`config.mk`:
```
export PLATFORM = sky130hd
export DESIGN_NAME = qod_cordic_stage
export DESIGN_NICKNAME = d
export VERILOG_FILES = /design/src/design/qod_pkg.sv /design/src/design/qod_cordic_stage.sv
export SDC_FILE = /design/constraint.sdc
export NUM_CORES = 1
export LEC_CHECK = 0
export BUFFER_PORTS_ARGS = -buffer_cell sky130_fd_sc_hd__buf_2
export CAP_MARGIN = 20
export CORE_ASPECT_RATIO = 2
export CORE_MARGIN = 10
export CORE_UTILIZATION = 62
export CTS_CLUSTER_SIZE = 40
export DETAILED_ROUTE_END_ITERATION = 10
export GPL_TIMING_DRIVEN = 0
export HOLD_SLACK_MARGIN = 0.12
export PLACE_DENSITY = 0.92
export REMOVE_ABC_BUFFERS = 1
export SYNTH_ARGS = -nofsm -noshare
export SYNTH_HDL_FRONTEND = slang
export SYNTH_SLANG_ARGS = --single-unit
```
`constraint.sdc`:
```
create_clock -name clk -period 6.3 [get_ports clk]
set_input_delay 0.63 -clock clk [delete_from_list [all_inputs] [get_ports clk]]
set_output_delay 0.63 -clock clk [all_outputs]
set_load 0.005 [all_outputs]
```
`src/design/qod_pkg.sv`:
```
// Package for the quadrilateral orientation block: widths, angle constants,
// the arctangent table and the shared payload types. Depends on nothing.
`default_nettype none

package qod_pkg;

  // Angles are in degrees with sixteen fractional bits.
  localparam int ANG_FRAC     = 16;
  localparam int CORDIC_STEPS = 23;
  // Magnitudes are normalised so that the larger one lies in [2^40, 2^41).
  localparam int NORM_BITS    = 40;
  localparam int NORM_W       = NORM_BITS + 1;
  // Rotation datapath: the gain of about 1.65 on a 2^41.5 vector needs 43 bits
  // of magnitude plus sign and a spare bit.
  localparam int XY_W         = 45;
  localparam int Z_W          = 25;
  localparam int MAG_W        = Z_W - 1;
  localparam int DEG_W        = 9;

  localparam logic [MAG_W-1:0] Z_90   = MAG_W'(90 << ANG_FRAC);
  localparam logic [MAG_W-1:0] Z_180  = MAG_W'(180 << ANG_FRAC);
  localparam logic [MAG_W-1:0] Z_HALF = MAG_W'(1 << (ANG_FRAC - 1));

  typedef struct packed {
    logic zero;
    logic dx_neg;
    logic dy_neg;
  } qod_flags_t;

  typedef struct packed {
    logic [NORM_W-1:0] a;
    logic [NORM_W-1:0] b;
  } qod_pair_t;

  typedef struct packed {
    logic signed [XY_W-1:0] x;
    logic signed [XY_W-1:0] y;
    logic signed [Z_W-1:0]  z;
  } qod_vec_t;

  // atan(2^-i) in degrees, scaled by 2^16 and rounded to nearest.
  function automatic logic signed [Z_W-1:0] atan_entry(input int i);
    logic signed [Z_W-1:0] v;
    case (i)
      0:       v = 25'sd2949120;
      1:       v = 25'sd1740967;
      2:       v = 25'sd919879;
      3:       v = 25'sd466945;
      4:       v = 25'sd234379;
      5:       v = 25'sd117304;
      6:       v = 25'sd58666;
      7:       v = 25'sd29335;
      8:       v = 25'sd14668;
      9:       v = 25'sd7334;
      10:      v = 25'sd3667;
      11:      v = 25'sd1833;
      12:      v = 25'sd917;
      13:      v = 25'sd458;
      14:      v = 25'sd229;
      15:      v = 25'sd115;
      16:      v = 25'sd57;
      17:      v = 25'sd29;
      18:      v = 25'sd14;
      19:      v = 25'sd7;
      20:      v = 25'sd4;
      21:      v = 25'sd2;
      22:      v = 25'sd1;
      default: v = '0;
    endcase
    return v;
  endfunction

  // One step of the leading-one normalisation: shift both magnitudes left by
  // k when the top k bits of both are clear.
  function automatic qod_pair_t norm_shift(input qod_pair_t p, input int k);
    qod_pair_t r;
    r = p;
    if (((p.a | p.b) >> (NORM_W - k)) == '0) begin
      r.a = p.a << k;
      r.b = p.b << k;
    end
    return r;
  endfunction

endpackage

`default_nettype wire

```
`src/design/qod_cordic_stage.sv`:
```
// One registered vectoring rotation of the CORDIC arctangent pipeline.
// Depends on qod_pkg for the datapath types and the arctangent table.
`default_nettype none

module qod_cordic_stage
  import qod_pkg::*;
#(
  parameter int STEP = 0
) (
  input  wire logic       clk,
  input  wire logic       rst_n,
  input  wire logic       in_valid,
  output logic            in_ready,
  input  wire qod_vec_t   in_vec,
  input  wire qod_flags_t in_flags,
  output logic            out_valid,
  input  wire logic       out_ready,
  output qod_vec_t        out_vec,
  output qod_flags_t      out_flags
);

  logic                   v_r;
  logic                   ld;
  qod_vec_t               vec_r, vec_nxt;
  qod_flags_t             fl_r;
  logic signed [XY_W-1:0] xs, ys;

  assign ld       = !v_r || out_ready;
  assign in_ready = ld;

  // Rotate towards the x axis; the sign of y picks the direction.
  always_comb begin
    xs = in_vec.x >>> STEP;
    ys = in_vec.y >>> STEP;
    if (!in_vec.y[XY_W-1]) begin
      vec_nxt.x = in_vec.x + ys;
      vec_nxt.y = in_vec.y - xs;
      vec_nxt.z = in_vec.z + atan_entry(STEP);
    end else begin
      vec_nxt.x = in_vec.x - ys;
      vec_nxt.y = in_vec.y + xs;
      vec_nxt.z = in_vec.z - atan_entry(STEP);
    end
  end

  always_ff @(posedge clk) begin
    if (!rst_n) begin
      v_r <= 1'b0;
    end else if (ld) begin
      v_r <= in_valid;
    end
  end

  always_ff @(posedge clk) begin
    if (ld) begin
      vec_r <= vec_nxt;
      fl_r  <= in_flags;
    end
  end

  assign out_valid = v_r;
  assign out_vec   = vec_r;
  assign out_flags = fl_r;

endmodule

`default_nettype wire

```
==> results.yml <==
outcome:
  outcome: "finished clean"
timing:
  maxSlewHeadroom_pct: 28.93
  fin_crit_ps: 4464
  setup_viol: 0
  finalCritPeriodShare_pct: 70.86
  worst_clock_skew_ps: 8.646
  tightest_slew_ps: 1066
  rsz0062_at_grt: "false"
  hold_viol: 0
  max_freq_mhz: 224.0
  slew_viol_final: 0
pwr:
  power.share.clock_pct: 29.5
  combPwrFrac_pct: 37.8
  p_switching_mw: 1.237
  peakVddDrop_v: 0.0001678
  power_density_nw_per_um2: 236.1
  power.leakage_nw: 6.507
  swShare_pct: 36.58
  power.internal_mw: 2.144
  sequentialPowerShare_pct: 32.6
drt:
  viasPerCell: 6.534
  drtPass1Iterations: 6
  met1Wirelength_um: 15070
  wl_met3_um: 3480
  antenna_left: 0
  drt_iter0_drc: 1329
  remaining_drc_errors: 0
  wl_per_cell_um: 25.64
  route.top_layer_used: "met4"
  wl_um: 49820
  wl_met2_um: 26190
  dr_total_vias: 12700
synthesis:
  synth_ff_type: "edfxtp_1"
  synth.avg_cell_area_um2: 8.454
  syn_inst: 1468
  yosysSeqAreaShare_pct: 28.47
  synth_edf_count: 117
  synthMuxAreaShare_pct: 1.946
  synthSimpleGateAreaFrac_pct: 15.21
  synth_top_family_by_area: "compound AO/OA/AOI/OAI gates"
  yosysTopAreaCellShare_pct: 28.31
  synth_compound_area_share_pct: 24.86
  synth_seq_cells: 118
  yosys.area_share.adder_pct: 16.27
  ys.warnings.count: 0
  synth_area_leaders: "edfxtp_1 28%, ha_1 16%, a21oi_1 6.9%"
  syn_area_um2: 12410
  synth.largest_area_cell: "edfxtp_1"
  synth_xor_xnor_area_share_pct: 6.563
  synthArstFlopShare_pct: 0
  synth_cell_types: 92
layout:
  nets: 1948
  mostFrequentLayoutCell: "buf_2"
  layout-drive-gt1-share_pct: 18.93
  final_cell_mix: "240 x buf_2, 170 x a21oi_1, 155 x ha_1, 132 x nor2_1, 130 x inv_1"
  multi_input_area_um2: 8056
  regArea_um2: 3533
  fin_util_pct: 72.24
  area_growth_pct: 15.36
  fill_cells: 1547
  stdcell_area_um2: 14320
setup_path:
  cp.arrival_ps: 4650
  worstPathMaxFanout: 3
  worstSetupPathType: "in2reg"
  worstSetupEndpointType: "flop"
  crit_path_start_kind: "input pin"
  regToRegStartpoint: "out_valid$_SDFFE_PN0P_"
  rr_worst_depth: 2
  required_ps: 6480
  r2r_slack_ps: 4650
  reg2reg_to: "out_vec[112]$_DFFE_PP_"
die:
  initial_utilization_pct: 62.62
  boundaryPins: 242
  core-area_um2: 19820
  die-height_um: 220.1
  fp-row-count: 73
  die-width_um: 120.0
  fp.dieArea_um2: 26420
clocking:
  cts-root-buf: "clkbuf_16"
  clkLatencyLatePin_ps: 440
  postCtsSetupRepairBufs: 0
  htree_levels: 4
  cts_resized: 0
  clock-sinks: 118
  cts_tree: "yes"
  numCtsBuffers: 17
  clock_path_buffers: 2
  cts_hold_buf: 0
  clkTransAtPathRegs_ps: 60
worst_hold_path:
  min_to: "out_vec[10]$_DFFE_PP_"
  hold_depth: 1
  hp-class: "in2reg"
  worstHoldStart: "in_vec[10]"
grt:
  grt_max_degree: 88
  grt_first_pass_wirelength_um: 73410
  antenna_found_initial: 1
  grt_usage_pct: 36.47
  globalRoute.totalOverflow: 0
  first_global_vias: 12860
placed_design:
  hpwl_um: 39250
  placed_area_um2: 13730
  gp_congestion: 1.090
  io_buffers: 241
run:
  max_cap_viol_count: 0
[per-layer routing]
layer	vias to the layer above	GRT usage (%)
met1	5914	31.61
li1	5669	-
met3	281	7.253
met5	-	0
met4	0	33.10
met2	832	68.09
[how the worst max path moves through the flow]
stage | from | to | slack, ps | cells after the start
2_1_floorplan | out_ready | in_ready | 2160 | 1
3_3_place_gp | in_vec[69] | out_vec[24]$_DFFE_PP_ | -760 | 11
3_5_place_dp | in_vec[70] | out_vec[110]$_DFFE_PP_ | 1810 | 13
4_1_cts | in_vec[70] | out_vec[94]$_DFFE_PP_ | 2250 | 12
5_1_grt | in_vec[70] | out_vec[110]$_DFFE_PP_ | 1780 | 13
6_report | in_vec[70] | out_vec[110]$_DFFE_PP_ | 1840 | 13
[area by class of cell]
| cell class | count | area share [%] |
|---|---|---|
| Antenna cell | 1 | 0.01748 |
| Multi-Input combinational cell | 1147 | 56.27 |
| Clock buffer | 18 | 2.997 |
| Sequential cell | 118 | 24.68 |
| Tap cell | 262 | 2.290 |
| Timing Repair Buffer | 244 | 8.966 |
| Clock inverter | 14 | 1.110 |
| Inverter | 139 | 3.670 |
[worst max-delay path, stage by stage]
cell	delay, ps
buf_2	100
inv_1	40
ha_1	200
fa_1	400
nand2b_1	180
a21oi_1	460
o21ai_1	220
o2111ai_1	340
a41oi_1	430
o31ai_1	930
a31oi_1	370
nor2_1	220
xnor2_1	90
[power by group through the flow]
stage | clock [mW] | sequential [mW] | combinational (mW)
floorplan | 0 | 1.14 | 0.680
global placement | 0 | 1.11 | 1.20
detailed placement | 0 | 1.12 | 1.23
CTS | 0.991 | 1.10 | 1.24
global route | 1.03 | 1.11 | 1.36
finish | 0.998 | 1.10 | 1.28
[Yosys cell counts, types with 13 or more instances]
| cell | n |
|---|---|
| a21oi_1 | 170 |
| ha_1 | 155 |
| nor2_1 | 132 |
| inv_1 | 130 |
| edfxtp_1 | 117 |
| o21ai_0 | 92 |
| xnor2_1 | 82 |
| nand2_1 | 75 |
| a21o_1 | 37 |
| nand3_1 | 31 |
| nor3_1 | 28 |
| clkbuf_1 | 25 |
| buf_2 | 24 |
| mux2i_1 | 23 |
| o21ai_1 | 23 |
| nor2b_1 | 20 |
| nand2b_1 | 19 |
| o21bai_1 | 19 |
| o211ai_1 | 17 |
| nand4_1 | 15 |
| a211oi_1 | 14 |
| o31ai_1 | 14 |
| a31oi_1 | 13 |
| nor4_1 | 13 |
[registers in the layout, summed over array words and instances (netlist names)]
register and count:
out_vec 114, out_flags 3, out_valid 1
[logic make-up (layout without fill, tap and decap cells)]
logic type | count (synthesis) | in the layout
AO/OA/AOI/OAI | 483 | 483
AND/OR/NAND/NOR | 388 | 388
buffers and inverters | 203 | 415
adder cells (fa/ha/maj) | 159 | 159
flip-flops | 118 | 118
XOR/XNOR | 93 | 93
multiplexers | 24 | 24
other | 0 | 1
[metrics by stage]
stage | hold WS, ps | instances | setup TNS (ps) | setup slack (ps) | power, mW
after floorplan | 728.9 | 1404 | 0 | 2163 | 1.823
after global placement | 807.0 | 1907 | -2135 | -764.3 | 2.314
after detailed placement | 810.2 | 1910 | 0 | 1811 | 2.345
after CTS | 371.2 | 1942 | 0 | 2250 | 3.332
after global routing | 370.9 | 1943 | 0 | 1776 | 3.504
final | 369.2 | 1943 | 0 | 1836 | 3.381
No activity file was read; power rests on OpenSTA's default activity.
