`config.mk`:
```
export PLATFORM = sky130hd
export DESIGN_NAME = qod_front
export DESIGN_NICKNAME = d
export VERILOG_FILES = /design/src/design/qod_pkg.sv /design/src/design/qod_front.sv
export SDC_FILE = /design/constraint.sdc
export NUM_CORES = 1
export LEC_CHECK = 0
export ABC_AREA = 1
export BUFFER_PORTS_ARGS = -buffer_cell sky130_fd_sc_hd__buf_2
export CORE_ASPECT_RATIO = 1.5
export CORE_MARGIN = 2
export CORE_UTILIZATION = 58
export DETAILED_ROUTE_END_ITERATION = 12
export PLACE_DENSITY = 0.78
export SETUP_SLACK_MARGIN = 0.15
export SLEW_MARGIN = 20
export SYNTH_ARGS = -nofsm -noshare
export SYNTH_HDL_FRONTEND = slang
export SYNTH_SLANG_ARGS = --single-unit
export TNS_END_PERCENT = 5
```
`constraint.sdc`:
```
create_clock -name clk -period 15 [get_ports clk]
set_input_delay 0 -clock clk [delete_from_list [all_inputs] [get_ports clk]]
set_output_delay 0 -clock clk [all_outputs]
set_load 0.02 [all_outputs]
```
`src/design/qod_pkg.sv`:
```
// Package for the quadrilateral orientation block: widths, angle constants,
// the arctangent table and the shared payload types. Depends on nothing.
`default_nettype none

package qod_pkg;

  // Angles are in degrees with sixteen fractional bits.
  localparam int ANG_FRAC     = 16;
  localparam int CORDIC_STEPS = 23;
  // Magnitudes are normalised so that the larger one lies in [2^40, 2^41).
  localparam int NORM_BITS    = 40;
  localparam int NORM_W       = NORM_BITS + 1;
  // Rotation datapath: the gain of about 1.65 on a 2^41.5 vector needs 43 bits
  // of magnitude plus sign and a spare bit.
  localparam int XY_W         = 45;
  localparam int Z_W          = 25;
  localparam int MAG_W        = Z_W - 1;
  localparam int DEG_W        = 9;

  localparam logic [MAG_W-1:0] Z_90   = MAG_W'(90 << ANG_FRAC);
  localparam logic [MAG_W-1:0] Z_180  = MAG_W'(180 << ANG_FRAC);
  localparam logic [MAG_W-1:0] Z_HALF = MAG_W'(1 << (ANG_FRAC - 1));

  typedef struct packed {
    logic zero;
    logic dx_neg;
    logic dy_neg;
  } qod_flags_t;

  typedef struct packed {
    logic [NORM_W-1:0] a;
    logic [NORM_W-1:0] b;
  } qod_pair_t;

  typedef struct packed {
    logic signed [XY_W-1:0] x;
    logic signed [XY_W-1:0] y;
    logic signed [Z_W-1:0]  z;
  } qod_vec_t;

  // atan(2^-i) in degrees, scaled by 2^16 and rounded to nearest.
  function automatic logic signed [Z_W-1:0] atan_entry(input int i);
    logic signed [Z_W-1:0] v;
    case (i)
      0:       v = 25'sd2949120;
      1:       v = 25'sd1740967;
      2:       v = 25'sd919879;
      3:       v = 25'sd466945;
      4:       v = 25'sd234379;
      5:       v = 25'sd117304;
      6:       v = 25'sd58666;
      7:       v = 25'sd29335;
      8:       v = 25'sd14668;
      9:       v = 25'sd7334;
      10:      v = 25'sd3667;
      11:      v = 25'sd1833;
      12:      v = 25'sd917;
      13:      v = 25'sd458;
      14:      v = 25'sd229;
      15:      v = 25'sd115;
      16:      v = 25'sd57;
      17:      v = 25'sd29;
      18:      v = 25'sd14;
      19:      v = 25'sd7;
      20:      v = 25'sd4;
      21:      v = 25'sd2;
      22:      v = 25'sd1;
      default: v = '0;
    endcase
    return v;
  endfunction

  // One step of the leading-one normalisation: shift both magnitudes left by
  // k when the top k bits of both are clear.
  function automatic qod_pair_t norm_shift(input qod_pair_t p, input int k);
    qod_pair_t r;
    r = p;
    if (((p.a | p.b) >> (NORM_W - k)) == '0) begin
      r.a = p.a << k;
      r.b = p.b << k;
    end
    return r;
  endfunction

endpackage

`default_nettype wire

```
`src/design/qod_front.sv`:
```
// Front end of the orientation pipeline: centre-line vector, magnitudes and
// leading-one normalisation over five stages. Depends on qod_pkg.
`default_nettype none

module qod_front
  import qod_pkg::*;
#(
  parameter int COORD_BITS = 16
) (
  input  wire logic                         clk,
  input  wire logic                         rst_n,
  input  wire logic                         in_valid,
  output logic                              in_ready,
  input  wire logic signed [COORD_BITS-1:0] c0_x,
  input  wire logic signed [COORD_BITS-1:0] c0_y,
  input  wire logic signed [COORD_BITS-1:0] c1_x,
  input  wire logic signed [COORD_BITS-1:0] c1_y,
  input  wire logic signed [COORD_BITS-1:0] c2_x,
  input  wire logic signed [COORD_BITS-1:0] c2_y,
  input  wire logic signed [COORD_BITS-1:0] c3_x,
  input  wire logic signed [COORD_BITS-1:0] c3_y,
  output logic                              out_valid,
  input  wire logic                         out_ready,
  output qod_pair_t                         out_pair,
  output qod_flags_t                        out_flags
);

  localparam int SW = COORD_BITS + 2;

  logic                 v1_r, v2_r, v3_r, v4_r, v5_r;
  logic                 ld1, ld2, ld3, ld4, ld5;
  logic signed [SW-1:0] dx_r, dy_r;
  logic signed [SW-1:0] dx_nxt, dy_nxt;
  logic [SW-1:0]        ax, ay;
  qod_pair_t            pair2_r, pair3_r, pair4_r, pair5_r;
  qod_pair_t            pair2_nxt;
  qod_flags_t           fl2_r, fl3_r, fl4_r, fl5_r;
  qod_flags_t           fl2_nxt;

  // A stage loads when it is empty or its content moves on.
  assign ld5      = !v5_r || out_ready;
  assign ld4      = !v4_r || ld5;
  assign ld3      = !v3_r || ld4;
  assign ld2      = !v2_r || ld3;
  assign ld1      = !v1_r || ld2;
  assign in_ready = ld1;

  always_comb begin
    dx_nxt = (SW'(c1_x) + SW'(c2_x)) - (SW'(c0_x) + SW'(c3_x));
    dy_nxt = (SW'(c1_y) + SW'(c2_y)) - (SW'(c0_y) + SW'(c3_y));
  end

  always_comb begin
    ax = dx_r[SW-1] ? SW'(-dx_r) : SW'(dx_r);
    ay = dy_r[SW-1] ? SW'(-dy_r) : SW'(dy_r);
    pair2_nxt.a    = NORM_W'(ax);
    pair2_nxt.b    = NORM_W'(ay);
    fl2_nxt.zero   = (dx_r == '0) && (dy_r == '0);
    fl2_nxt.dx_neg = dx_r[SW-1];
    fl2_nxt.dy_neg = dy_r[SW-1];
  end

  always_ff @(posedge clk) begin
    if (!rst_n) begin
      v1_r <= 1'b0;
      v2_r <= 1'b0;
      v3_r <= 1'b0;
      v4_r <= 1'b0;
      v5_r <= 1'b0;
    end else begin
      if (ld1) v1_r <= in_valid;
      if (ld2) v2_r <= v1_r;
      if (ld3) v3_r <= v2_r;
      if (ld4) v4_r <= v3_r;
      if (ld5) v5_r <= v4_r;
    end
  end

  always_ff @(posedge clk) begin
    if (ld1) begin
      dx_r <= dx_nxt;
      dy_r <= dy_nxt;
    end
    if (ld2) begin
      pair2_r <= pair2_nxt;
      fl2_r   <= fl2_nxt;
    end
    if (ld3) begin
      pair3_r <= norm_shift(norm_shift(pair2_r, 32), 16);
      fl3_r   <= fl2_r;
    end
    if (ld4) begin
      pair4_r <= norm_shift(norm_shift(pair3_r, 8), 4);
      fl4_r   <= fl3_r;
    end
    if (ld5) begin
      pair5_r <= norm_shift(norm_shift(pair4_r, 2), 1);
      fl5_r   <= fl4_r;
    end
  end

  assign out_valid = v5_r;
  assign out_pair  = pair5_r;
  assign out_flags = fl5_r;

endmodule

`default_nettype wire

```
==> summary.md <==
| Metric | Value |
|---|---|
| Worst skew pair latency | between 0.5 and 0.6 ns |
| Inserted Diodes | 0 |
| Die boundary width | around 150 µm |
| Final Hold Fails | 0 |
| CTS tree | yes |
| R2r startpoint | pair4_r[81]$_DFFE_PP_ |
| Clk buf depth | 3 |
| # IOs | between 200 and 250 |
| Rel. slew slack | a little under a third |
| Worst hold path class | primary input to flip-flop |
| Post-synthesis compound-gate area fraction | under 10% |
| Synth top area share | roughly 53% |
| CP max stage cell | buf_6 |
| First-pass GRT wire length | around 56000 µm |
| IR Drop Worst-Case VDD | 0.113 mV |
| Crit-path max FO | 83 |
| Worst Hold Path EP | dx_r[17]$_DFFE_PP_ |
| Xor/xnor share of the synthesized area | 2.52% |
| Setup crit start kind | flip-flop |
| DIE AREA | 0.0339 mm² |
| Buf+Inv Stages, Crit Path | 5 |
| Final core occ | approximately 67% |
| RD Place Congestion | 0.919 |
| RSZ-0062 raised after global routing | no |
| Final setup viols | 0 |
| Critical Path AT | around 3.8 ns |
| Most common cell after layout, fill and taps aside | nand2_1 |
| CP Cell Sequence | inv_1 -> nand4_1 -> buf_4 -> buf_4 -> o21ai_0 -> nor2_4 -> buf_6 -> inv_1 -> nand2_1 -> o21ai_0 |
| Fin Setup TNS | 0 ns |
| Worst Max-Slew Pin Slew | approximately 1 ns |
| Vias | 12.7k |
| Rows | 80 |
| DRC viols | 0 |
| Post-synthesis mux area share | under 10% |
| Adder-cell share of the synthesized area | 9.56% |
| Setup Skew | between 0.02 and 0.025 ns |
| Final instance area | 0.0213 mm² |
| Worst reg2reg endpoint | out_pair[43]$_DFFE_PP_ |
| Synth Area in Simple Gates | roughly 15% |
| Cells after synthesis | around 1.8k |
| Vias per cell | 5.12 |
| CP max stage delay | 0.66 ns |
| Hold_sp | c2_x[15] |
| Hold buffers post-CTS | 6 |
| Max Cap Viol | 0 |
| Mapped cell area | roughly 0.019 mm² |
| Worst Path Required | 15.31 ns |
| CTS resizes | 0 |
| WS Path Type | flip-flop to flip-flop |
| Largest net degree at the start of global routing | 87 |
| Initial DRC count | about 630 |
| Final wirelength | about 33000 µm |
| Worst hold stages | 5 |
| Ratio of cells with drive above 1 in the final layout | 14.0% |
| Final worst path period need | about 3.5 ns |
| Post-synth cell types | 38 |
| R2r setup slk | between 10 and 15 ns |
| Area Overhead vs Synth | 13.2% |
| Final ANT Viol Nets | 0 |
| Total grt overflow | 0 |
| Most frequent cells in the layout | nand2_1, edfxtp_1, inv_1 |
| Final HPWL DP | 25100 µm |
| IO buf count | between 200 and 250 |
| Total number of yosys warnings | 0 |
| Fill cells | between 2k and 3k |
| Clock transition at path regs | approximately 0.070 ns |
| Sequential-to-total area share from yosys stat | 53.3% |
| H-tree lvl count | 1 |
| Wirelength per Cell | about 13 µm |
| Setup Fix Bufs, Post-CTS | 0 |
| Sink Count | approximately 340 |
| Ys async rst share | 0% |
| Initial core utilization | approximately 59% |
| Dpl cell area | approximately 0.02 mm² |
| CTS Buf Count | 30 |
| Initial antenna violation count | 0 |
| Hold slack | between 0.08 and 0.09 ns |
| Post-synth top flop | edfxtp_1 |
| Die height | between 200 and 250 µm |
| Root Driver | clkbuf_16 |
| Main combinational cell family by area after synthesis | simple AND/OR/NAND/NOR gates |
| Crit path capture type | flip-flop |
| Final net count | about 2.3k |
| Final worst-path cycle share | 23.2% |
| Leading area contributor after synthesis | edfxtp_1 |
| Leakage power | approximately 10 nW |
| Delay-heaviest family, CP | buffers and inverters |
| Gr usage total | around 20% |
| Number of flops mapped to enable cells by yosys | 330 |
| Yosys reg bits | roughly 340 |
| R2R cell count | 10 |
| Top area cells in the synthesized netlist | edfxtp_1, nand2_1, mux2i_1, fa_1, inv_1 |
| Status | finished, final reports clean |
| Pre-antenna DRT Iters | 5 |
| PnR Total Power | 0.00369 W |
| Core ar. | 0.0318 mm² |
| PwrDens | 173 mW/mm² |
| Avg Inst Size Synth | 10.3 µm² |
| Maximum clock frequency | roughly 290 MHz |
| Final max-slew violation count | 0 |
| Vias in the first global route | between 10k and 15k |
==> worst max-delay path by stage <==
stage,startpoint,slack [ns],to,cells past startpoint
final,pair4_r[81]$_DFFE_PP_,11.51,out_pair[43]$_DFFE_PP_,10
after floorplan,out_valid$_SDFFE_PN0P_,7.58,dx_r[0]$_DFFE_PP_,9
after global routing,pair4_r[81]$_DFFE_PP_,11.18,out_pair[43]$_DFFE_PP_,10
after detailed placement,pair4_r[81]$_DFFE_PP_,11.25,out_pair[80]$_DFFE_PP_,10
after CTS,pair4_r[81]$_DFFE_PP_,11.20,out_pair[43]$_DFFE_PP_,10
after global placement,pair4_r[81]$_DFFE_PP_,11.40,out_pair[39]$_DFFE_PP_,10
==> metrics by stage <==
stage | std cells | setup slack, ns
finish | 2484 | 11.51
global route | 2484 | 11.18
CTS | 2484 | 11.20
detailed placement | 2423 | 11.25
global placement | 2423 | 11.40
floorplan | 1860 | 7.58
==> routing by layer <==
layer  up-vias  global-route usage [%]  share of wire (%)
li1       6406                       -                  -
met2       340                    38.5                 54
met5         -                       0                  0
met3        76                    1.81                4.0
met4         0                    8.02                3.5
met1      5898                    22.3                 39
==> state kept, by name, indices dropped and copies added (netlist names) <==
register	count
v2_r	1
dy_r	18
out_pair	82
out_flags	3
fl4_r	3
v4_r	1
out_valid	1
pair4_r	82
pair2_r	36
v1_r	1
v3_r	1
fl2_r	3
fl3_r	3
pair3_r	82
dx_r	18
==> power breakdown <==
group / switching (W) / internal [W] / leakage [nW] / total (W)
clock network: 0.000334 / 0.000449 / 0.497 / 0.000782
registers: 0.000159 / 0.00147 / 3.64 / 0.00163
logic: 0.000790 / 0.000487 / 6.28 / 0.00128
==> cells in the mapped netlist (19+ instances only) <==
cell and n:
a21oi_1 38, buf_2 33, clkbuf_1 24, edfxtp_1 330
fa_1 66, ha_1 38, inv_1 288, mux2i_1 140
nand2_1 414, nand3_1 117, nor2_1 127, nor3_1 19
o21ai_0 63, xor2_1 41
==> logic make-up after synthesis <==
kind of cell,after synthesis
AND/OR/NAND/NOR,696
buffers and inverters,366
multiplexers,140
adder cells (fa/ha/maj),104
XOR/XNOR,54
flip-flops,335
other,1
AO/OA/AOI/OAI,133
==> cell type report <==
type	count	area, µm²	share of cell area, %
Multi-Input combinational cell	1159	7400	34.8
Clock inverter	22	235	1.11
Clock buffer	33	783	3.68
Tap cell	410	513	2.41
Inverter	290	1090	5.12
Timing Repair Buffer	235	1240	5.82
Sequential cell	335	10000	47.1
==> worst reg2reg max path, cell delays in order (launching register included) <==
cell and delay, ns:
edfxtp_1 0.32, inv_1 0.04, nand4_1 0.08, buf_4 0.50
buf_4 0.61, o21ai_0 0.30, nor2_4 0.16, buf_6 0.66
inv_1 0.32, nand2_1 0.14, o21ai_0 0.10
(Power assumes the default switching activity.)
