--- src/design/qod_pkg.sv ---
// Package for the quadrilateral orientation block: widths, angle constants,
// the arctangent table and the shared payload types. Depends on nothing.
`default_nettype none

package qod_pkg;

  // Angles are in degrees with sixteen fractional bits.
  localparam int ANG_FRAC     = 16;
  localparam int CORDIC_STEPS = 23;
  // Magnitudes are normalised so that the larger one lies in [2^40, 2^41).
  localparam int NORM_BITS    = 40;
  localparam int NORM_W       = NORM_BITS + 1;
  // Rotation datapath: the gain of about 1.65 on a 2^41.5 vector needs 43 bits
  // of magnitude plus sign and a spare bit.
  localparam int XY_W         = 45;
  localparam int Z_W          = 25;
  localparam int MAG_W        = Z_W - 1;
  localparam int DEG_W        = 9;

  localparam logic [MAG_W-1:0] Z_90   = MAG_W'(90 << ANG_FRAC);
  localparam logic [MAG_W-1:0] Z_180  = MAG_W'(180 << ANG_FRAC);
  localparam logic [MAG_W-1:0] Z_HALF = MAG_W'(1 << (ANG_FRAC - 1));

  typedef struct packed {
    logic zero;
    logic dx_neg;
    logic dy_neg;
  } qod_flags_t;

  typedef struct packed {
    logic [NORM_W-1:0] a;
    logic [NORM_W-1:0] b;
  } qod_pair_t;

  typedef struct packed {
    logic signed [XY_W-1:0] x;
    logic signed [XY_W-1:0] y;
    logic signed [Z_W-1:0]  z;
  } qod_vec_t;

  // atan(2^-i) in degrees, scaled by 2^16 and rounded to nearest.
  function automatic logic signed [Z_W-1:0] atan_entry(input int i);
    logic signed [Z_W-1:0] v;
    case (i)
      0:       v = 25'sd2949120;
      1:       v = 25'sd1740967;
      2:       v = 25'sd919879;
      3:       v = 25'sd466945;
      4:       v = 25'sd234379;
      5:       v = 25'sd117304;
      6:       v = 25'sd58666;
      7:       v = 25'sd29335;
      8:       v = 25'sd14668;
      9:       v = 25'sd7334;
      10:      v = 25'sd3667;
      11:      v = 25'sd1833;
      12:      v = 25'sd917;
      13:      v = 25'sd458;
      14:      v = 25'sd229;
      15:      v = 25'sd115;
      16:      v = 25'sd57;
      17:      v = 25'sd29;
      18:      v = 25'sd14;
      19:      v = 25'sd7;
      20:      v = 25'sd4;
      21:      v = 25'sd2;
      22:      v = 25'sd1;
      default: v = '0;
    endcase
    return v;
  endfunction

  // One step of the leading-one normalisation: shift both magnitudes left by
  // k when the top k bits of both are clear.
  function automatic qod_pair_t norm_shift(input qod_pair_t p, input int k);
    qod_pair_t r;
    r = p;
    if (((p.a | p.b) >> (NORM_W - k)) == '0) begin
      r.a = p.a << k;
      r.b = p.b << k;
    end
    return r;
  endfunction

endpackage

`default_nettype wire

--- src/design/qod_back.sv ---
// Back end of the orientation pipeline: clamp, quadrant mapping and rounding
// to whole degrees over three stages, the last being the output register.
// Depends on qod_pkg.
`default_nettype none

module qod_back
  import qod_pkg::*;
(
  input  wire logic              clk,
  input  wire logic              rst_n,
  input  wire logic              in_valid,
  output logic                   in_ready,
  input  wire qod_vec_t          in_vec,
  input  wire qod_flags_t        in_flags,
  output logic                   out_valid,
  input  wire logic              out_ready,
  output logic signed [DEG_W-1:0] out_angle
);

  logic                    v1_r, v2_r, v3_r;
  logic                    ld1, ld2, ld3;
  logic [MAG_W-1:0]        zc_r, zc_nxt;
  logic [MAG_W-1:0]        mag_r, mag_nxt;
  qod_flags_t              fl1_r, fl2_r;
  logic [MAG_W-1:0]        rnd;
  logic [DEG_W-1:0]        deg;
  logic signed [DEG_W-1:0] angle_r, angle_nxt;

  assign ld3      = !v3_r || out_ready;
  assign ld2      = !v2_r || ld3;
  assign ld1      = !v1_r || ld2;
  assign in_ready = ld1;

  always_comb begin
    if (in_vec.z[Z_W-1]) begin
      zc_nxt = '0;
    end else if (in_vec.z[Z_W-2:0] > Z_90) begin
      zc_nxt = Z_90;
    end else begin
      zc_nxt = in_vec.z[Z_W-2:0];
    end
  end

  assign mag_nxt = fl1_r.dx_neg ? (Z_180 - zc_r) : zc_r;

  // Round the magnitude half away from zero, then apply the sign.
  always_comb begin
    rnd = mag_r + Z_HALF;
    deg = DEG_W'(rnd[MAG_W-1:ANG_FRAC]);
    if (fl2_r.zero) begin
      angle_nxt = '0;
    end else if (fl2_r.dy_neg) begin
      angle_nxt = -$signed(deg);
    end else begin
      angle_nxt = $signed(deg);
    end
  end

  always_ff @(posedge clk) begin
    if (!rst_n) begin
      v1_r <= 1'b0;
      v2_r <= 1'b0;
      v3_r <= 1'b0;
    end else begin
      if (ld1) v1_r <= in_valid;
      if (ld2) v2_r <= v1_r;
      if (ld3) v3_r <= v2_r;
    end
  end

  always_ff @(posedge clk) begin
    if (ld1) begin
      zc_r  <= zc_nxt;
      fl1_r <= in_flags;
    end
    if (ld2) begin
      mag_r <= mag_nxt;
      fl2_r <= fl1_r;
    end
    if (ld3) begin
      angle_r <= angle_nxt;
    end
  end

  assign out_valid = v3_r;
  assign out_angle = angle_r;

endmodule

`default_nettype wire
--- config.mk ---
export PLATFORM = sky130hd
export DESIGN_NAME = qod_back
export DESIGN_NICKNAME = d
export VERILOG_FILES = /design/src/design/qod_pkg.sv /design/src/design/qod_back.sv
export SDC_FILE = /design/constraint.sdc
export NUM_CORES = 1
export LEC_CHECK = 0
export ABC_AREA = 1
export BUFFER_PORTS_ARGS = -buffer_cell sky130_fd_sc_hd__buf_2
export CAP_MARGIN = 20
export CORE_MARGIN = 1
export CORE_UTILIZATION = 41
export CTS_CLUSTER_SIZE = 12
export DETAILED_ROUTE_END_ITERATION = 6
export GPL_ROUTABILITY_DRIVEN = 1
export PLACE_DENSITY = 0.79
export SLEW_MARGIN = 10
export SYNTH_ARGS = -nofsm -noshare
export SYNTH_HDL_FRONTEND = slang
export SYNTH_SLANG_ARGS = --single-unit
--- constraint.sdc ---
create_clock -name clk -period 1.8 [get_ports clk]
set_input_delay 0 -clock clk [delete_from_list [all_inputs] [get_ports clk]]
set_output_delay 0 -clock clk [all_outputs]
set_load 0.05 [all_outputs]
==> results of run 1 <==
## layout by cell type, fill, tap and decap left out, drive strengths merged
cell type | Yosys | layout
nand4 | 13 | 13
nor2 | 53 | 53
o21ai | 5 | 5
conb | 1 | 1
nand3 | 17 | 17
nand2 | 53 | 53
xor2 | 4 | 4
nand3b | 3 | 3
inv | 52 | 52
nor4 | 2 | 2
clkinv | 0 | 2
o21a | 2 | 2
xnor2 | 2 | 2
dlygate4sd3 | 0 | 5
a21oi | 13 | 13
dfxtp | 3 | 3
clkbuf | 0 | 5
bufinv | 0 | 1
ha | 2 | 2
nor3 | 7 | 7
buf | 2 | 52
o21bai | 2 | 2
edfxtp | 47 | 47
or2 | 2 | 2
nor3b | 1 | 1
## stage by stage
step | cells | setup TNS [ns] | hold slack, ns | power (mW) | utilization [%]
finish | 424 | 0 | 0.01134 | 2.753 | 52.89
global route | 424 | -0.1395 | 0.01352 | 2.892 | 52.89
CTS | 420 | 0 | 0.004584 | 2.714 | 51.72
detailed placement | 407 | 0 | 0.1832 | 1.957 | 49.04
global placement | 407 | 0 | 0.1787 | 1.930 | 49.04
floorplan | 286 | 0 | 0.09887 | 1.811 | -
## critical path, stage by stage, from the launching register on
cell and delay [ns]:
edfxtp_1 0.40, ha_2 0.30, inv_1 0.11, ha_1 0.18, nand2_1 0.10, nor2_4 0.14
nand3_2 0.10, a21oi_2 0.14, nor2_1 0.05
## worst max-delay path by stage
| stage | slack (ns) | to |
|---|---|---|
| 2_1_floorplan | 0.05 | out_angle[2]$_SDFFCE_PP0P_ |
| 3_3_place_gp | 0.07 | out_angle[2]$_SDFFCE_PP0P_ |
| 3_5_place_dp | 0.01 | out_angle[2]$_SDFFCE_PP0P_ |
| 4_1_cts | 0.03 | out_angle[2]$_SDFFCE_PP0P_ |
| 5_1_grt | -0.05 | out_angle[6]$_SDFFCE_PP0P_ |
| 6_report | 0.03 | out_angle[6]$_SDFFCE_PP0P_ |
## cells by family (layout without fill, tap and decap cells)
kind of cell	count (synthesis)	in the layout	synth area share [%]
DFF	50	50	56.21
other	1	1	0.1433
adders and majority gates	2	2	0.9559
xor gates and xnor gates	6	6	2.008
and+or+nand+nor	151	151	27.87
buffers and inverters	54	117	8.222
AOI/OAI and AO/OA	22	22	4.588
## report_power, final
part           leakage [nW]  internal, mW  switching (mW)
logic                 0.890         0.213           0.363
clock network        0.0579         0.409           0.348
registers             0.564          1.37          0.0545
## per-layer routing
layer  share of wire (%)  vias to the layer above  track usage, %
met5                   0                        -               0
met4                 2.4                        0           7.544
met3                 3.7                        9           3.000
met2                  54                       47           28.51
met1                  39                      933           15.85
li1                    -                     1061               -
## area by class of cell
class                           count  area [um2]
Fill cell                         558        2839
Sequential cell                    50        1473
Multi-Input combinational cell    182       980.9
Timing Repair Buffer               57       335.3
Inverter                           52       195.2
Tap cell                           75       93.84
Clock buffer                        5       68.82
Clock inverter                      3       40.04
## flip-flops by register name, indices dropped and copies added (netlist names)
name	flops
v1_r	1
fl2_r	2
out_valid	1
zc_r	24
mag_r	9
fl1_r	3
v2_r	1
out_angle	9
## timing repair
item,4_1_cts,5_1_grt
pin swaps,0,3
buffers inserted,0,4
hold endpoints to repair,6,0
gates resized for setup,1,10
hold buffers,5,0
endpoints found under the setup margin,1,6
==> results.yml, run 1 <==
placed_design:
  gp_congestion: 0.9659
  postPlaceCellArea_um2: 2955
  hpwl_mm: 3.353
  place_ws_ns: 0.01258
  io_buffers: 42
drt:
  ant_nets: 0
  drt_iter0_drc: 109
  firstDrtPassIters: 4
  drc: 0
  vias: 2050
  wl_mm: 4.463
  avgRoutedWirePerCell_um: 10.53
  routed_via_density: 4.835
power:
  power_leakage_nw: 1.512
  p_per_area_nw_per_um2: 863.8
  vdd_drop_max_uv: 427.8
die:
  start_util_pct: 43.44
  die_x_um: 81.90
  core_area_um2: 6026
  fp-row-count: 28
  ioPinCount: 133
  die-height_um: 81.90
  die_area_um2: 6708
sta:
  slew_violations: 0
  post-route-period-util_pct: 98.06
  rsz0062_at_grt: "true"
  fin_skew_ns: 0.006056
  worst_slack_ns: 0.03485
  final.min_clock_period_ns: 1.765
  clock.fmax_mhz: 566.5
  hold_viol: 0
  setup_viol: 0
hold_path:
  hold_start: "in_vec[15]"
  hp-class: "input port to flip-flop"
  worst_hold_path.endpoint: "zc_r[15]$_SDFFCE_PP0P_"
  holdPathStages: 3
layout:
  design_area_um2: 3187
  area_growth_pct: 21.75
  n_antenna_cell: 0
  drive_gt1_share_pct: 26.36
  final_net_count: 472
synth:
  ys_top_cells_by_area: "edfxtp_1 (54%), inv_1 (7.5%), nand2_1 (6.9%), nor2_1 (5.7%), nand4_1 (3.1%)"
  synth_cells: 286
  ys_top_cells_by_count: "inv_1 (52), nand2_1 (48), edfxtp_1 (47)"
  synth_edf_count: 47
  syn_area_um2: 2618
  synth_top_cell_area_share_pct: 53.92
  synth_top_area_cell: "edfxtp_1"
  synth_nets: 410
  synthArstFlopShare_pct: 0
  yosysSeqAreaShare_pct: 56.21
  yosysMostFrequentCell: "inv_1"
  ys_types: 29
  ys.flop_type: "edfxtp_1"
  ys_ff_latch: 50
  yosys_warnings: 0
  synth.avg_cell_area_um2: 9.152
worst_setup_path:
  r2r-start: "mag_r[15]$_DFFE_PP_"
  arrival_ns: 1.83
  r2r_cells: 8
  r2r_end: "out_angle[6]$_SDFFCE_PP0P_"
  start_kind: "flip-flop"
  ff2ff_setup_slack_ns: 0.03
  cp.required_ns: 1.86
  path_class: "flip-flop to flip-flop"
  cp-end-kind: "flip-flop"
  crit_path_start: "mag_r[15]$_DFFE_PP_"
  path_max_fanout: 4
clocking:
  worstSkewPairLatency_ns: 0.30
  cts_tree: "done"
  htreeDepth: 2
  cts_sinks: 50
  clk_pin_slew_ns: 0.09
  clockRootBuffer: "clkbuf_8"
  clock_path_buffers: 2
  cts_buffers: 5
global_routing:
  grt_pass1_vias: 1989
  grt_pass1_wl_mm: 7.817
  antenna_found_initial: 0
  overflow: 0
  grtUsageTotal_pct: 15.17
  grt_max_degree: 30
status:
  status: "completed"
job:
  maxCapViolCount: 0
Note: power is estimated with default switching activity, not from simulation.
==> run 2: changes to the inputs <==
--- a/config.mk
+++ b/config.mk
@@ -6,14 +6,14 @@
 export NUM_CORES = 1
 export LEC_CHECK = 0
 export ABC_AREA = 1
-export BUFFER_PORTS_ARGS = -buffer_cell sky130_fd_sc_hd__buf_2
 export CAP_MARGIN = 20
 export CORE_MARGIN = 1
-export CORE_UTILIZATION = 41
+export CORE_UTILIZATION = 57
 export CTS_CLUSTER_SIZE = 12
 export DETAILED_ROUTE_END_ITERATION = 6
+export DONT_BUFFER_PORTS = 1
 export GPL_ROUTABILITY_DRIVEN = 1
-export PLACE_DENSITY = 0.79
+export PLACE_DENSITY = 0.78
 export SLEW_MARGIN = 10
 export SYNTH_ARGS = -nofsm -noshare
 export SYNTH_HDL_FRONTEND = slang
==> run 2 against run 1 <==
Net effect: critical path depth up 2; power down 4.2%; critical endpoint unchanged; critical path type unchanged; via count down 2.4%.
==> results.yml, run 2 (same netlist as run 1, synthesis figures left out) <==
status:
  status: "completed"
drt:
  met3_length_um: 175
  vias: 2000
  ant_nets: 0
  drc: 0
  highest_layer: "met4"
  avgRoutedWirePerCell_um: 12.61
  met2WireLength_mm: 2.752
  routed_via_density: 5.208
  firstDrtPassIters: 4
  met1_length_mm: 1.848
  wl_mm: 4.841
  drt_iter0_drc: 61
worst_setup_path:
  path_max_fanout: 4
  ff2ff_setup_slack_ns: 0.06
  start_kind: "flip-flop"
  cp_slowest_cell: "edfxtp_1"
  r2r_end: "out_angle[6]$_SDFFCE_PP0P_"
  r2r_cells: 10
  cp.required_ns: 1.87
  arrival_ns: 1.80
  critPathMaxStageDelay_ns: 0.40
  path_class: "flip-flop to flip-flop"
  crit_chain: "ha_2, inv_1, nand2_1, nand2_2, ha_2, nand2_2, nor2_4, nand3_2, a21oi_2, nor2_1"
  r2r-start: "mag_r[16]$_DFFE_PP_"
  cp-end-kind: "flip-flop"
sta:
  fin_skew_ns: 0.003825
  hold_viol: 0
  hold_ws_ns: 0.009967
  post-route-period-util_pct: 96.46
  final.min_clock_period_ns: 1.736
  setup_viol: 0
  rsz0062_at_grt: "true"
  slew_violations: 0
  clock.fmax_mhz: 575.9
power:
  power_frac_comb_pct: 16.6
  p_per_area_nw_per_um2: 830.2
  switching_share_pct: 28.91
  finalPower_mw: 2.636
  switchingPower_mw: 0.7623
  seq_power_share_pct: 58.1
  power_frac_clock_pct: 25.3
  internal_power_mw: 1.874
  power_leakage_nw: 1.423
  vdd_drop_max_uv: 535.2
job:
  maxCapViolCount: 0
hold_path:
  worst_hold_path.endpoint: "zc_r[17]$_SDFFCE_PP0P_"
  holdPathStages: 2
  hp-class: "input port to flip-flop"
  hold_start: "in_vec[17]"
layout:
  largest_register_ffs: 24
  regArea_um2: 1473
  multi_input_area_um2: 979.7
  final_net_count: 455
  layout.cells.most_common: "inv_1"
  n_antenna_cell: 0
  fillers: 301
  layout_common_cells: "inv_1 (48), edfxtp_1 (47), nand2_1 (44)"
  area_growth_pct: 21.32
  drive_gt1_share_pct: 17.47
  design_area_um2: 3176
  top_register: "zc_r"
global_routing:
  grt_pass1_vias: 1957
  grtUsageTotal_pct: 20.46
  grt_max_degree: 30
  overflow: 0
  grt_pass1_wl_mm: 7.693
  antenna_found_initial: 0
die:
  fp-row-count: 24
  ioPinCount: 133
  die_area_um2: 4867
  die-height_um: 69.77
  core_area_um2: 4384
  die_x_um: 69.77
  start_util_pct: 59.70
placed_design:
  hpwl_mm: 2.994
  io_buffers: 0
  postPlaceCellArea_um2: 2739
  gp_congestion: 0.8155
clocking:
  clock_path_buffers: 2
  worstSkewPairLatency_ns: 0.30
  clk_pin_slew_ns: 0.09
  clockRootBuffer: "clkbuf_8"
  cts_sinks: 50
  cts_buffers: 5
  cts_tree: "done"
  htreeDepth: 2
[run 2: worst max path at each step]
stage                     cells past startpoint                 from                    endpoint  slack (ns)
final                                        10  mag_r[16]$_DFFE_PP_  out_angle[6]$_SDFFCE_PP0P_        0.06
after global routing                         12  mag_r[16]$_DFFE_PP_  out_angle[7]$_SDFFCE_PP0P_       -0.09
after CTS                                     9  mag_r[15]$_DFFE_PP_  out_angle[8]$_SDFFCE_PP0P_       0.006
after detailed placement                      9  mag_r[15]$_DFFE_PP_  out_angle[8]$_SDFFCE_PP0P_        0.02
after global placement                        7  mag_r[15]$_DFFE_PP_  out_angle[2]$_SDFFCE_PP0P_        0.07
after floorplan                               7  mag_r[15]$_DFFE_PP_  out_angle[2]$_SDFFCE_PP0P_        0.05
[run 2: power groups by stage]
stage	clock, mW	combinational (mW)	sequential, mW
2_1_floorplan	0	0.265	1.55
3_3_place_gp	0	0.332	1.55
3_5_place_dp	0	0.342	1.55
4_1_cts	0.678	0.392	1.53
5_1_grt	0.716	0.495	1.54
6_report	0.668	0.437	1.53
[run 2: repair_timing]
| action | CTS | global route |
|---|---|---|
| endpoints found under the hold margin | 29 | 0 |
| buffers inserted | 0 | 4 |
| resized for setup | 0 | 15 |
| hold buffers | 28 | 0 |
| setup endpoints to repair | 0 | 6 |
[run 2: stage by stage]
step                setup WS, ns  utilization (%)  cells  TNS, ns
global route            -0.08740            72.43    384  -0.2590
detailed placement       0.02171            62.47    345        0
CTS                     0.006456            71.03    381        0
finish                   0.06366            72.43    384        0
global placement         0.06655            62.47    345        0
floorplan                0.04803                -    286        0
[run 2: layout make-up]
type	count	share of cell area, %
multi-input combinational	182	30.85
clock buffer	6	2.600
timing repair buffer	40	11.58
clock inverter	2	0.3940
sequential	50	46.37
tap	52	2.049
inverter	52	6.147
[run 2: worst max-delay path, delay by kind of cell, from the launching register on]
family / cells / cell delay [ns]
AND/OR/NAND/NOR: 6 / 0.49
AO/OA/AOI/OAI: 1 / 0.14
adder cells (fa/ha/maj): 2 / 0.40
buffers and inverters: 1 / 0.07
flip-flops: 1 / 0.40
[run 2: routing by layer]
metal | GRT usage (%) | up-vias
met1 | 20.14 | 912
met2 | 39.64 | 52
met5 | 0 | -
li1 | - | 1028
met4 | 8.667 | 0
met3 | 5.233 | 8
